<file path="src/hdl/dgf_pkg.sv">
package dgf_pkg;

    localparam logic CMD_STORE = 1'b0;
    localparam logic CMD_CORR  = 1'b1;

    localparam logic [47:0] RES_MAX = 48'hFFFF_FFFF_FFFF;

    typedef struct packed {
        logic              command;
        logic [3:0]        slot;
        logic [3:0]        map_index;
        logic signed [31:0] val_x;
        logic signed [31:0] val_y;
        logic signed [31:0] val_z;
        logic signed [31:0] pinv_x;
        logic signed [31:0] pinv_y;
        logic signed [31:0] pinv_z;
        logic              last;
    } t_in_item;

    typedef struct packed {
        logic signed [39:0] f_xx;
        logic signed [39:0] f_xy;
        logic signed [39:0] f_xz;
        logic signed [39:0] f_yx;
        logic signed [39:0] f_yy;
        logic signed [39:0] f_yz;
        logic signed [39:0] f_zx;
        logic signed [39:0] f_zy;
        logic signed [39:0] f_zz;
        logic [47:0]        res_x;
        logic [47:0]        res_y;
        logic [47:0]        res_z;
    } t_out_item;

    typedef enum logic [3:0] {
        S_IDLE,
        S_ACC_M,
        S_ACC,
        S_RES_ID,
        S_RES_M,
        S_RES_MC,
        S_FID,
        S_DIFF,
        S_SQ,
        S_OUT
    } t_state;

    typedef enum logic [1:0] {
        M_IDLE,
        M_MUL,
        M_ADD,
        M_FIN
    } t_mac_state;

    // rounding point: accumulate >>24, f*ideal >>28, square >>32
    typedef enum logic [1:0] {
        MODE_ACC,
        MODE_FID,
        MODE_SQ
    } t_mac_mode;

    typedef struct packed {
        logic      go;
        t_mac_mode mode;
    } t_mac_req;

    function automatic logic signed [39:0] sat40(input logic signed [63:0] x);
        logic signed [39:0] r;
        if ((&x[63:39]) || !(|x[63:39])) begin
            r = x[39:0];
        end else if (x[63]) begin
            r = 40'sh80_0000_0000;
        end else begin
            r = 40'sh7F_FFFF_FFFF;
        end
        return r;
    endfunction

endpackage

</file>
<file path="src/hdl/dgf_mac.sv">
module dgf_mac (
    input  logic                i_clk,
    input  logic                i_rst_n,
    input  dgf_pkg::t_mac_req   i_req,
    input  logic signed [63:0]  i_a,
    input  logic signed [63:0]  i_b,
    output logic                o_done,
    output logic signed [63:0]  o_res
);

    dgf_pkg::t_mac_state r_state, n_state;
    dgf_pkg::t_mac_mode  r_mode;
    logic                r_neg;
    logic [47:0]         r_ua, r_ub;
    logic [1:0]          r_q;
    logic [63:0]         r_prod;
    logic [95:0]         r_pacc;
    logic                r_done;
    logic signed [63:0]  r_res;

    logic        w_load, w_mul, w_add, w_fin;
    logic        w_last;
    logic [1:0]  w_qnext;
    logic [31:0] w_pa, w_pb;
    logic [95:0] w_shifted, w_rsum;
    logic [63:0] w_rnd;
    logic [63:0] w_abs_a, w_abs_b;

    always_comb begin
        n_state = r_state;
        unique case (r_state)
            dgf_pkg::M_IDLE: if (i_req.go) n_state = dgf_pkg::M_MUL;
            dgf_pkg::M_MUL:  n_state = dgf_pkg::M_ADD;
            dgf_pkg::M_ADD:  n_state = w_last ? dgf_pkg::M_FIN : dgf_pkg::M_MUL;
            dgf_pkg::M_FIN:  n_state = dgf_pkg::M_IDLE;
            default:         n_state = dgf_pkg::M_IDLE;
        endcase
    end

    always_comb begin
        w_load = 1'b0;
        w_mul  = 1'b0;
        w_add  = 1'b0;
        w_fin  = 1'b0;
        unique case (r_state)
            dgf_pkg::M_IDLE: w_load = i_req.go;
            dgf_pkg::M_MUL:  w_mul  = 1'b1;
            dgf_pkg::M_ADD:  w_add  = 1'b1;
            dgf_pkg::M_FIN:  w_fin  = 1'b1;
            default:         w_load = 1'b0;
        endcase
    end

    assign w_abs_a = i_a[63] ? 64'(-i_a) : 64'(i_a);
    assign w_abs_b = i_b[63] ? 64'(-i_b) : 64'(i_b);

    // partial index: bit 1 picks the upper half of a, bit 0 of b
    assign w_pa = r_q[1] ? {16'b0, r_ua[47:32]} : r_ua[31:0];
    assign w_pb = r_q[0] ? {16'b0, r_ub[47:32]} : r_ub[31:0];

    always_comb begin
        unique case (r_q)
            2'd0:    w_shifted = {32'b0, r_prod};
            2'd1:    w_shifted = {r_prod, 32'b0};
            2'd2:    w_shifted = {r_prod, 32'b0};
            2'd3:    w_shifted = {r_prod[31:0], 64'b0};
            default: w_shifted = {32'b0, r_prod};
        endcase
    end

    always_comb begin
        priority case (r_mode)
            dgf_pkg::MODE_ACC: begin
                w_last  = 1'b1;
                w_qnext = r_q + 2'd1;
            end
            dgf_pkg::MODE_FID: begin
                // upper half of b is always zero here
                w_last  = (r_q == 2'd2);
                w_qnext = 2'd2;
            end
            default: begin
                w_last  = (r_q == 2'd3);
                w_qnext = r_q + 2'd1;
            end
        endcase
    end

    always_comb begin
        priority case (r_mode)
            dgf_pkg::MODE_ACC: begin
                w_rsum = r_pacc + (96'd1 << 23);
                w_rnd  = w_rsum[87:24];
            end
            dgf_pkg::MODE_FID: begin
                w_rsum = r_pacc + (96'd1 << 27);
                w_rnd  = w_rsum[91:28];
            end
            default: begin
                w_rsum = r_pacc + (96'd1 << 31);
                w_rnd  = w_rsum[95:32];
            end
        endcase
    end

    always_ff @(posedge i_clk) begin
        if (!i_rst_n) begin
            r_state <= dgf_pkg::M_IDLE;
            r_done  <= 1'b0;
        end else begin
            r_state <= n_state;
            r_done  <= w_fin;
        end
    end

    always_ff @(posedge i_clk) begin
        if (w_load) begin
            r_ua   <= w_abs_a[47:0];
            r_ub   <= w_abs_b[47:0];
            r_neg  <= i_a[63] ^ i_b[63];
            r_mode <= i_req.mode;
            r_q    <= 2'd0;
            r_pacc <= '0;
        end
        if (w_mul) begin
            r_prod <= w_pa * w_pb;
        end
        if (w_add) begin
            r_pacc <= r_pacc + w_shifted;
            r_q    <= w_qnext;
        end
        if (w_fin) begin
            r_res <= r_neg ? -$signed(w_rnd) : $signed(w_rnd);
        end
    end

    assign o_done = r_done;
    assign o_res  = r_res;

endmodule

</file>
<file path="config.mk">
export PLATFORM = sky130hd
export DESIGN_NAME = dgf_mac
export DESIGN_NICKNAME = d
export VERILOG_FILES = /design/src/hdl/dgf_pkg.sv /design/src/hdl/dgf_mac.sv
export SDC_FILE = /design/constraint.sdc
export NUM_CORES = 2
export LEC_CHECK = 0
export BUFFER_PORTS_ARGS = -buffer_cell sky130_fd_sc_hd__buf_4
export CAP_MARGIN = 20
export CORE_MARGIN = 2
export CORE_UTILIZATION = 45
export DETAILED_ROUTE_END_ITERATION = 10
export PLACE_DENSITY = 0.68
export SYNTH_ARGS = -nofsm -noshare
export SYNTH_HDL_FRONTEND = slang
export SYNTH_SLANG_ARGS = --single-unit
export TNS_END_PERCENT = 20
</file>
<file path="constraint.sdc">
create_clock -name i_clk -period 14.1 [get_ports i_clk]
set_input_delay 0 -clock i_clk [delete_from_list [all_inputs] [get_ports i_clk]]
set_output_delay 0 -clock i_clk [all_outputs]
set_load 0.005 [all_outputs]
</file>
==> results.yml <==
outcome:
  status: "finished, final reports clean"
die:
  fp.dieW_um: 359
  initial_core_util_pct: 45.2
  fp.dieH_um: 359
  io_pins: 198
  coreArea_sq_um: 125000
  fp.dieArea_sq_um: 129000
  rows: 130
cells_and_area:
  seq_area_sq_um: 9820
  n_antenna_cell: 0
  multiInputGateArea_sq_um: 42400
  final_layout_size_suffix_gt1_share_pct: 7.37
  nFillCells: 11500
  finalNetCount: 7848
  final_common_cell: "inv_1"
  area_growth_pct: 10.8
  final_cell_mix: "inv_1, fa_1, nor2_1"
yosys:
  synth.cell_area_sq_um: 56700
  postSynthRegisterBits: 328
  synth_top_cell_by_area: "fa_1"
  yosys_warnings: 0
  yosys.area.top_type_share_pct: 31.7
  synth.avg_cell_area_sq_um: 9.04
  synth_cell_types: 95
  synth_ff_type: "edfxtp_1"
  synthArstFlopShare_pct: 0
  synthesis.nets: 7670
  synthCells: 6275
  ys_seq_area_share_pct: 17.3
  synthTopCellsByArea: "fa_1, edfxtp_1, ha_1"
  synth_edf_count: 325
timing:
  max_slew.worst_pin.slew_ns: 1.17
  clock_skew_ns: 0.0418
  hold_violations: 0
  rsz0062_at_grt: "no"
  setup_tns_ns: 0
  slew_headroom_pct: 20.1
  max_freq_ghz: 0.0885
  finalWorstSetupSlack_ns: 2.80
  post-route-period-util_pct: 80.2
  finalMaxSlewViolations: 0
  setup_viol: 0
  min_period_ns: 11.30
critical_path:
  startpoint_type: "flop"
  path_class: "reg2reg"
  cp.required_ns: 14.49
  cp.arrival_ns: 11.69
  cpMostUsedCell: "fa_1"
  cpPeakStageDelay_ns: 1.02
  end_kind: "flop"
  critPathSlowestCell: "clkinv_1"
  crit_path_max_fanout: 51
routing:
  wirelength_mm: 184
  drt-pass1-iter-count: 6
  drtAntennaViolNets: 0
  wl_per_cell_um: 22.6
  drc: 0
  viasPerCell: 5.69
  initialDrtViolationCount: 3810
  vias: 46300
worst_hold_path:
  holdCritPathClass: "in2reg"
grt:
  grt_pass1_vias: 47700
  gr-usage-met2_pct: 46.1
  grt_pass1_wl_mm: 281
  grt_use_met3_pct: 7.00
  use_met1_pct: 34.5
  antenna_found_initial: 2
  grt_busiest_layer: "met2"
  grt.total_usage_pct: 28.5
  globalRouteOverflowTotal: 0
  grt_max_degree: 106
place:
  io_buffers: 167
  dp_hpwl_mm: 141
  place_ws_ns: 2.98
  finalWeightedCongestion: 0.980
clocking:
  cts_buffers: 39
  cts_resized: 0
  cts_sinks: 328
  cts_setup_buffers: 0
  cts_buffer_depth: 3
  cts_tree: "built"
  cts.reportedPaths.clkPinSlew_ns: 0.06
  htree_levels: 2
  clk_latency_ns: 0.64
  root_buffer: "clkbuf_16"
run:
  cap_violations: 0
-- sequential cells by signal, summed over array words and instances (netlist names) --
register	cells
r_state	2
r_ub	48
r_ua	48
r_mode	2
r_prod	64
r_pacc	96
o_done	1
o_res	64
r_neg	1
r_q	2
-- through the flow --
step	instances	hold slack [ns]	utilization, %	cell area, sq um
finish	8134	0.0363	50.1	62900
global route	8134	0.0649	50.1	62900
CTS	8131	0.00801	50.1	62800
detailed placement	7882	0.179	47.6	59700
global placement	7882	0.180	47.6	59700
floorplan	6275	0.0989	-	56700
-- what timing repair did --
action | in CTS | in global routing
endpoints found under the hold margin | 101 | 0
hold buffers | 177 | 0
setup endpoints to repair | 0 | 0
-- per-layer routing --
metal	vias up	share of wire (%)
met5	-	0.0071
met4	2	7.5
met3	617	10
met2	2286	45
met1	22700	38
li1	20600	-
-- cells by family (layout without fill, tap and decap cells) --
group,Yosys count,in the layout,synth area share (%)
AO/OA/AOI/OAI,837,837,9.64
XOR/XNOR,360,360,5.57
adder cells (fa/ha/maj),1262,1262,39.7
buffers and inverters,1248,1457,8.51
flip-flops,328,328,17.3
multiplexers,163,163,3.02
AND/OR/NAND/NOR,2077,2077,16.3
-- cell type report --
type / count / share of cell area [%]
well taps: 1650 / 3.28
repair buffers: 438 / 5.98
clock inverters: 26 / 0.519
inverters: 947 / 5.65
clock buffers: 46 / 1.59
multi-input cells: 4699 / 67.4
flip-flops and latches: 328 / 15.6
-- worst max-delay path, delay by kind of cell, from the launching register on --
| kind | cells | cell delay (ns) |
|---|---|---|
| buffers and inverters | 8 | 2.02 |
| XOR/XNOR | 1 | 0.09 |
| flip-flops | 1 | 0.32 |
| adder cells (fa/ha/maj) | 9 | 4.51 |
| AND/OR/NAND/NOR | 2 | 1.03 |
| AO/OA/AOI/OAI | 11 | 3.02 |
-- path summary, 6_finish.rpt --
check / cells after the start / start / slack (ns) / end
max: 31 / r_q[0] / 2.80 / r_prod[62]
min: 3 / i_a[63] / 0.04 / r_ua[16]
max reg2reg: 31 / r_q[0] / 2.80 / r_prod[62]
min reg2reg: 1 / r_state[0] / 0.58 / r_state[0]
-- cell usage after synthesis (all sizes together) (35+ instances only) --
master and count:
o21bai 35, inv 944, fa 897, edfxtp 325, mux2i 103, nand4 60, o21ai 190, xnor2 281
o31ai 57, nor2b 60, nor3 70, nor4 41, a21oi 209, a22o 66, nand2 727, and2 46
nand3 62, o21a 39, nor2 844, clkbuf 262, xor2 79, mux2 60, a21o 84, ha 365
buf 39
Power is not shown: default switching activity piles up to over one toggle a cycle in this logic, so the estimate is an artifact.
