File: src/hdl/dgf_ram.sv
module dgf_ram #(
    parameter int WIDTH = 32,
    parameter int DEPTH = 16
) (
    input  logic                     i_clk,
    input  logic                     i_we,
    input  logic [$clog2(DEPTH)-1:0] i_waddr,
    input  logic [WIDTH-1:0]         i_wdata,
    input  logic [$clog2(DEPTH)-1:0] i_raddr,
    output logic [WIDTH-1:0]         o_rdata
);

    logic [WIDTH-1:0] r_mem [DEPTH];
    logic [WIDTH-1:0] r_rdata;

    always_ff @(posedge i_clk) begin
        if (i_we) begin
            r_mem[i_waddr] <= i_wdata;
        end
        r_rdata <= r_mem[i_raddr];
    end

    assign o_rdata = r_rdata;

endmodule

File: config.mk
export PLATFORM = sky130hd
export DESIGN_NAME = dgf_ram
export DESIGN_NICKNAME = d
export VERILOG_FILES = /design/src/hdl/dgf_ram.sv
export SDC_FILE = /design/constraint.sdc
export NUM_CORES = 1
export LEC_CHECK = 0
export BUFFER_PORTS_ARGS = -buffer_cell sky130_fd_sc_hd__buf_4
export CORE_ASPECT_RATIO = 0.7
export CORE_MARGIN = 2
export CORE_UTILIZATION = 55
export CTS_CLUSTER_SIZE = 20
export DETAILED_ROUTE_END_ITERATION = 7
export PLACE_DENSITY = 0.79
export SYNTH_ARGS = -nofsm -noshare
export SYNTH_HDL_FRONTEND = slang
export SYNTH_SLANG_ARGS = --single-unit
File: constraint.sdc
create_clock -name i_clk -period 8 [get_ports i_clk]
set_input_delay 0.8 -clock i_clk [delete_from_list [all_inputs] [get_ports i_clk]]
set_output_delay 0.8 -clock i_clk [all_outputs]
set_load 0.005 [all_outputs]
==> summary.txt, run 1 <==
Outcome: finished clean
Chip width: 231 um
Gr usage total: 0.223
First-pass GRT wire length: 60200 um
Setup repair after global routing missed its margin: false
Cell variety after synth: 18
Setup bufs post-CTS: 0
CP cell instances: clkbuf_8 > buf_4 > mux4_2 > a22oi_1 > nand2_1
Final min period: 2.97 ns
Drt first pass iters: 7
Largest net degree at the start of global routing: 77
Syn Nets: 880
Critical path's largest stage delay: 0.92 ns
Dpl ws: 4.33 ns
Clock net sink count: 544
Setup TNS: 0 ns
Cells after synthesis: 838
Crit path max fanout: 76
Final Hold Fails: 0
Via density per instance: 6.18
Synth Cell Area: 19900 um^2
Critical path class: input pin to flop
DRT Wirelength: 41000 um
Worst skew pair latency: 0.57 ns
Area Overhead vs Synth: 13.8%
Critical Path Sink Type: flop
CP startpoint kind: input pin
Final HPWL DP: 18800 um
Crit path depth: 5
Clk Tree Root Cell: clkbuf_16
Power Density: 253 nW/um^2
DR vias: 9003
Skew final: 0.0155 ns
WL/cell: 28.1 um
Yosys reg bits: 544
Worst hold stages: 1
Hold-fix buffers at CTS: 0
FP Rows: 58
Worst path required time: 8.44 ns
Core area: 35800 um^2
Clock edge transition at the registers on the reported setup and hold paths: 0.06 ns
Routability Congestion: 0.700
CP bufs+invs: 2
I/O pins: 74
Post_cts resized: 0
Crit path max-delay cell type: buf_4
DRT antenna net count: 0
Slew Viols, Final: 0
Final worst slack: 5.03 ns
Layout Nets: 981
Crit path arrival time: 3.41 ns
Die ar.: 37700 um^2
Share of cells above drive strength 1: 0.320
Fmax: 0.336 GHz
HP Class: input pin to flop
Antenna violations before repair: 2
Starting DRT DRC Count: 910
Avg Cell Area, Syn: 23.7 um^2
DRC: 0
Total power: 5730 uW
Number of global-route vias before repair: 9377
Slew of the pin with the lowest slew margin: 1.12 ns
Worst vdd ir: 0.201 mV
CTS Buffer Depth: 3
Slew HR: 0.256
# port buffers: 73
CTS tree: done
Number of buffers created by CTS: 48
H-tree depth: 2
P_leak: 0.00724 uW
Starting Density: 0.555
Sequential area share after synthesis: 0.807
Tcrit/Tclk final: 0.372
Largest delay share family, worst path: buffers and inverters
R2r worst-path depth: 3
Max Cap Viol: 0
Setup violations, final: 0
Die height: 163 um
Yosys warns: 0
Gr ovfl total: 0
[where the power goes]
part	switching, uW	internal (uW)	leakage [uW]
Clock	967	1270	0.000750
Combinational	155	127	0.00160
Sequential	22.5	3190	0.00489
[cell families after synthesis]
| kind of cell | after synthesis | share of synthesized area |
|---|---|---|
| AO/OA/AOI/OAI | 64 | 0.0242 |
| multiplexers | 128 | 0.145 |
| flip-flops | 544 | 0.807 |
| AND/OR/NAND/NOR | 59 | 0.0127 |
| buffers and inverters | 43 | 0.0112 |
[per-stage QoR]
stage | area (um^2) | instances | hold slack [ns] | utilization
floorplan | 19900 | 838 | 0.635 | -
global placement | 21100 | 1369 | 0.651 | 0.589
detailed placement | 21100 | 1369 | 0.656 | 0.589
CTS | 22600 | 1454 | 0.509 | 0.631
global route | 22600 | 1455 | 0.520 | 0.631
finish | 22600 | 1456 | 0.532 | 0.631
[final cells by class]
| class | count | area (um^2) |
|---|---|---|
| Clock inverter | 22 | 205 |
| Multi-Input combinational cell | 251 | 3750 |
| Tap cell | 480 | 601 |
| Antenna cell | 2 | 5.00 |
| Fill cell | 2337 | 13200 |
| Clock buffer | 63 | 1300 |
| Timing Repair Buffer | 94 | 712 |
| Sequential cell | 544 | 16000 |
[synth_stat cells]
master | instances | share of area
edfxtp_1 | 512 | 0.77
mux4_2 | 128 | 0.15
a22oi_1 | 64 | 0.024
nand2_1 | 33 | 0.0062
dfxtp_1 | 32 | 0.032
clkbuf_1 | 17 | 0.0032
nor2_1 | 13 | 0.0025
buf_4 | 11 | 0.0042
buf_1 | 9 | 0.0017
buf_2 | 4 | 0.0010
nor3_1 | 4 | 0.0010
buf_6 | 2 | 0.0011
nand2b_1 | 2 | 0.00063
nand3b_1 | 2 | 0.00076
nor2b_1 | 2 | 0.00063
and2_1 | 1 | 0.00032
nand3_1 | 1 | 0.00025
or3b_2 | 1 | 0.00044
[cell usage in the layout (no fill, tap or decap), types with 12 or more instances in the layout]
master	netlist	layout
a22oi_1	64	64
mux4_2	128	128
edfxtp_1	512	512
clkinv_2	0	14
buf_4	11	93
nand2_1	33	33
nor2_4	0	13
clkbuf_16	0	49
dfxtp_1	32	32
clkbuf_1	17	12
[per-layer routing]
layer	global-route usage	part of all wire
met2	0.371	0.51
met4	0.0745	0.027
met3	0.0436	0.066
met1	0.303	0.40
met5	0	0
[final timing paths]
check                                              from                       to  slack [ns]
worst max-delay path                         i_raddr[0]       o_rdata[5]$_DFF_P_        5.03
worst min register to register  r_mem[12][27]$_DFFE_PP_      o_rdata[27]$_DFF_P_        0.67
worst min-delay path                        i_wdata[20]  r_mem[12][20]$_DFFE_PP_        0.53
worst max register to register  r_mem[11][23]$_DFFE_PP_      o_rdata[23]$_DFF_P_        6.66
[flip-flops by register name (all words and copies together), names as in the netlist]
register / cells
o_rdata: 32
r_mem: 512
Power figures use the tool's default switching activity.
==> inputs of run 2 (changes only) <==
ABC_AREA = 1   (was not set)
clock period = 2.85 ns   (was 8 ns; I/O delays follow)
==> summary.txt, run 2 <==
Setup violations, final: 0 (unchanged)
DRT Wirelength: 53400 um (was 41000 um)
Number of buffers created by CTS: 49 (was 48)
Synth top cells by count: nand2_1 (677), edfxtp_1 (512), inv_1 (388), nand3_1 (385), buf_2 (41) (was edfxtp_1 (512), mux4_2 (128), a22oi_1 (64), nand2_1 (33), dfxtp_1 (32))
Most frequent cell after synthesis: nand2_1 (was edfxtp_1)
Largest delay share family, worst path: buffers and inverters (unchanged)
Final Hold Fails: 0 (unchanged)
Commonest non-fill, non-tap cell in the layout: nand2_1 (was edfxtp_1)
Worst vdd ir: 0.550 mV (was 0.201 mV)
Critical Path Sink Type: flop (unchanged)
# port buffers: 73 (unchanged)
Main synth FF type: edfxtp_1 (unchanged)
Gr usage total: 0.249 (was 0.223)
Largest cells by area after synthesis: edfxtp_1 (68%), nand2_1 (11%), nand3_1 (8.5%) (was edfxtp_1 (77%), mux4_2 (15%), dfxtp_1 (3.2%))
Largest net degree at the start of global routing: 101 (was 77)
Synth Cell Area: 22700 um^2 (was 19900 um^2)
Layout Utilization: 0.624 (was 0.631)
Syn Nets: 2162 (was 880)
Finished Layout Cells: 2762 (was 1456)
Setup repair after global routing missed its margin: false (unchanged)
Clock edge transition at the registers on the reported setup and hold paths: 0.06 ns (about the same)
Yosys reg bits: 544 (unchanged)
Crit path max-delay cell type: inv_6 (was buf_4)
HP Class: input pin to flop (unchanged)
Cell taking the most area after synthesis: edfxtp_1 (unchanged)
Starting DRT DRC Count: 1986 (was 910)
Area Overhead vs Synth: 12.2% (was 13.8%)
Slew HR: 0.430 (was 0.256)
Crit path max fanout: 73 (was 76)
Cell variety after synth: 15 (was 18)
CTS tree: done (unchanged)
Gr ovfl total: 0 (unchanged)
Worst skew pair latency: 0.56 ns (was 0.57 ns)
First-pass GRT wire length: 81900 um (was 60200 um)
Antenna violations before repair: 0 (was 2)
Starting Density: 0.556 (was 0.555)
Drt first pass iters: 7 (unchanged)
Final HPWL DP: 29700 um (was 18800 um)
Outcome: finished clean (unchanged)
Chip width: 247 um (was 231 um)
Critical path class: input pin to flop (unchanged)
Crit path arrival time: 2.14 ns (was 3.41 ns)
Final min period: 1.64 ns
CP bufs+invs: 3 (was 2)
Die ar.: 43000 um^2 (was 37700 um^2)
Cells after synthesis: 2120 (was 838)
Placed Instances: 2671 (was 1369)
Skew final: 0.00818 ns (was 0.0155 ns)
DRT antenna net count: 0 (unchanged)
Via density per instance: 5.45 (was 6.18)
FP Rows: 62 (was 58)
DRC: 0 (unchanged)
Power Density: 664 nW/um^2 (was 253 nW/um^2)
Yosys warns: 0 (unchanged)
Number of global-route vias before repair: 14466 (was 9377)
Ant. Diodes: 0 (was 2)
Slew of the pin with the lowest slew margin: 0.853 ns (was 1.12 ns)
Max reg flops: 512 (unchanged)
Largest Register: r_mem (unchanged)
P_leak: 0.0109 uW (was 0.00724 uW)
Tcrit/Tclk final: 0.574
Placed inst area: 23800 um^2 (was 21100 um^2)
Worst path required time: 3.35 ns (was 8.44 ns)
Most frequent CP cell: nand2_1
Fmax: 0.612 GHz
Max Cap Viol: 0 (unchanged)
Most frequent cells in the layout: nand2_1 (677), edfxtp_1 (512), inv_1 (386) (was edfxtp_1 (512), mux4_2 (128), buf_4 (93))
CP startpoint kind: input pin (unchanged)
Post-synth EDFFs: 512 (unchanged)
Clock net sink count: 544 (unchanged)
Core area: 40900 um^2 (was 35800 um^2)
WL/cell: 19.3 um (was 28.1 um)
I/O pins: 74 (unchanged)
Area share of the largest cell type after synthesis: 0.676 (was 0.774)
Slew Viols, Final: 0 (unchanged)
Clk Tree Root Cell: clkbuf_16 (unchanged)
DR vias: 15057 (was 9003)
Share of cells above drive strength 1: 0.0924 (was 0.320)
Fin area: 25500 um^2 (was 22600 um^2)
Die height: 174 um (was 163 um)
H-tree depth: 2 (unchanged)
FFs w/ async S/R, synth: 0 (unchanged)
Setup TNS: 0 ns (unchanged)
Critical path's largest stage delay: 0.52 ns (was 0.92 ns)
CP cell instances: buf_6 > inv_6 > buf_4 > nand2_1 > nand2_1 > nand2_1 > nand3_1 > nand3_1 > nand2_1 (was clkbuf_8 > buf_4 > mux4_2 > a22oi_1 > nand2_1)
Avg Cell Area, Syn: 10.7 um^2 (was 23.7 um^2)
Layout Nets: 2221 (was 981)
Sequential area share after synthesis: 0.705 (was 0.807)
CTS Buffer Depth: 3 (unchanged)
Routability Congestion: 0.828 (was 0.700)
run 2: repair_timing:
item / CTS / global route
setup buffers: 0 / 0
hold buffers: 1 / 0
endpoints found under the hold margin: 4 / 0
resized for setup: 0 / 0
run 2: layout make-up:
cell class	instances	area (um^2)
tap	544	681
inverter	390	1470
clock buffer	79	1520
multi-input combinational	1081	4670
fill	3047	15400
sequential	544	16000
clock inverter	11	156
timing repair buffer	113	992
run 2: kinds of logic (layout without fill, tap and decap cells):
kind of cell / Yosys count / in the layout / synth area share
buffers and inverters: 495 / 593 / 0.0954
DFF: 544 / 544 / 0.705
and+or+nand+nor: 1081 / 1081 / 0.200
run 2: final timing paths:
check	startpoint	end	slack [ns]	cells after the start
worst max register to register	r_mem[15][24]$_DFFE_PP_	o_rdata[24]$_DFF_P_	1.76	6
worst min-delay path	i_wdata[12]	r_mem[2][12]$_DFFE_PP_	0.03	1
worst max-delay path	i_raddr[0]	o_rdata[24]$_DFF_P_	1.21	9
worst min register to register	r_mem[10][8]$_DFFE_PP_	o_rdata[8]$_DFF_P_	0.67	6
run 2: power by group:
part / total, uW / internal, uW / switching (uW)
Combinational: 1090 / 337 / 749
Clock: 6830 / 4010 / 2820
Sequential: 9010 / 8940 / 74.3
run 2: layer usage:
layer | share of wire | track usage
met1 | 0.41 | 0.362
met2 | 0.46 | 0.382
met3 | 0.10 | 0.0437
met4 | 0.030 | 0.0838
met5 | 0 | 0
run 2: through the flow:
stage | power (uW) | hold slack [ns] | setup slack (ns)
after global placement | 10200 | 0.588 | 0.721
after floorplan | 9770 | 0.384 | 0.572
after global routing | 17400 | 0.0296 | 1.11
after detailed placement | 10300 | 0.590 | 0.676
after CTS | 17000 | 0.00258 | 1.25
final | 16900 | 0.0322 | 1.21
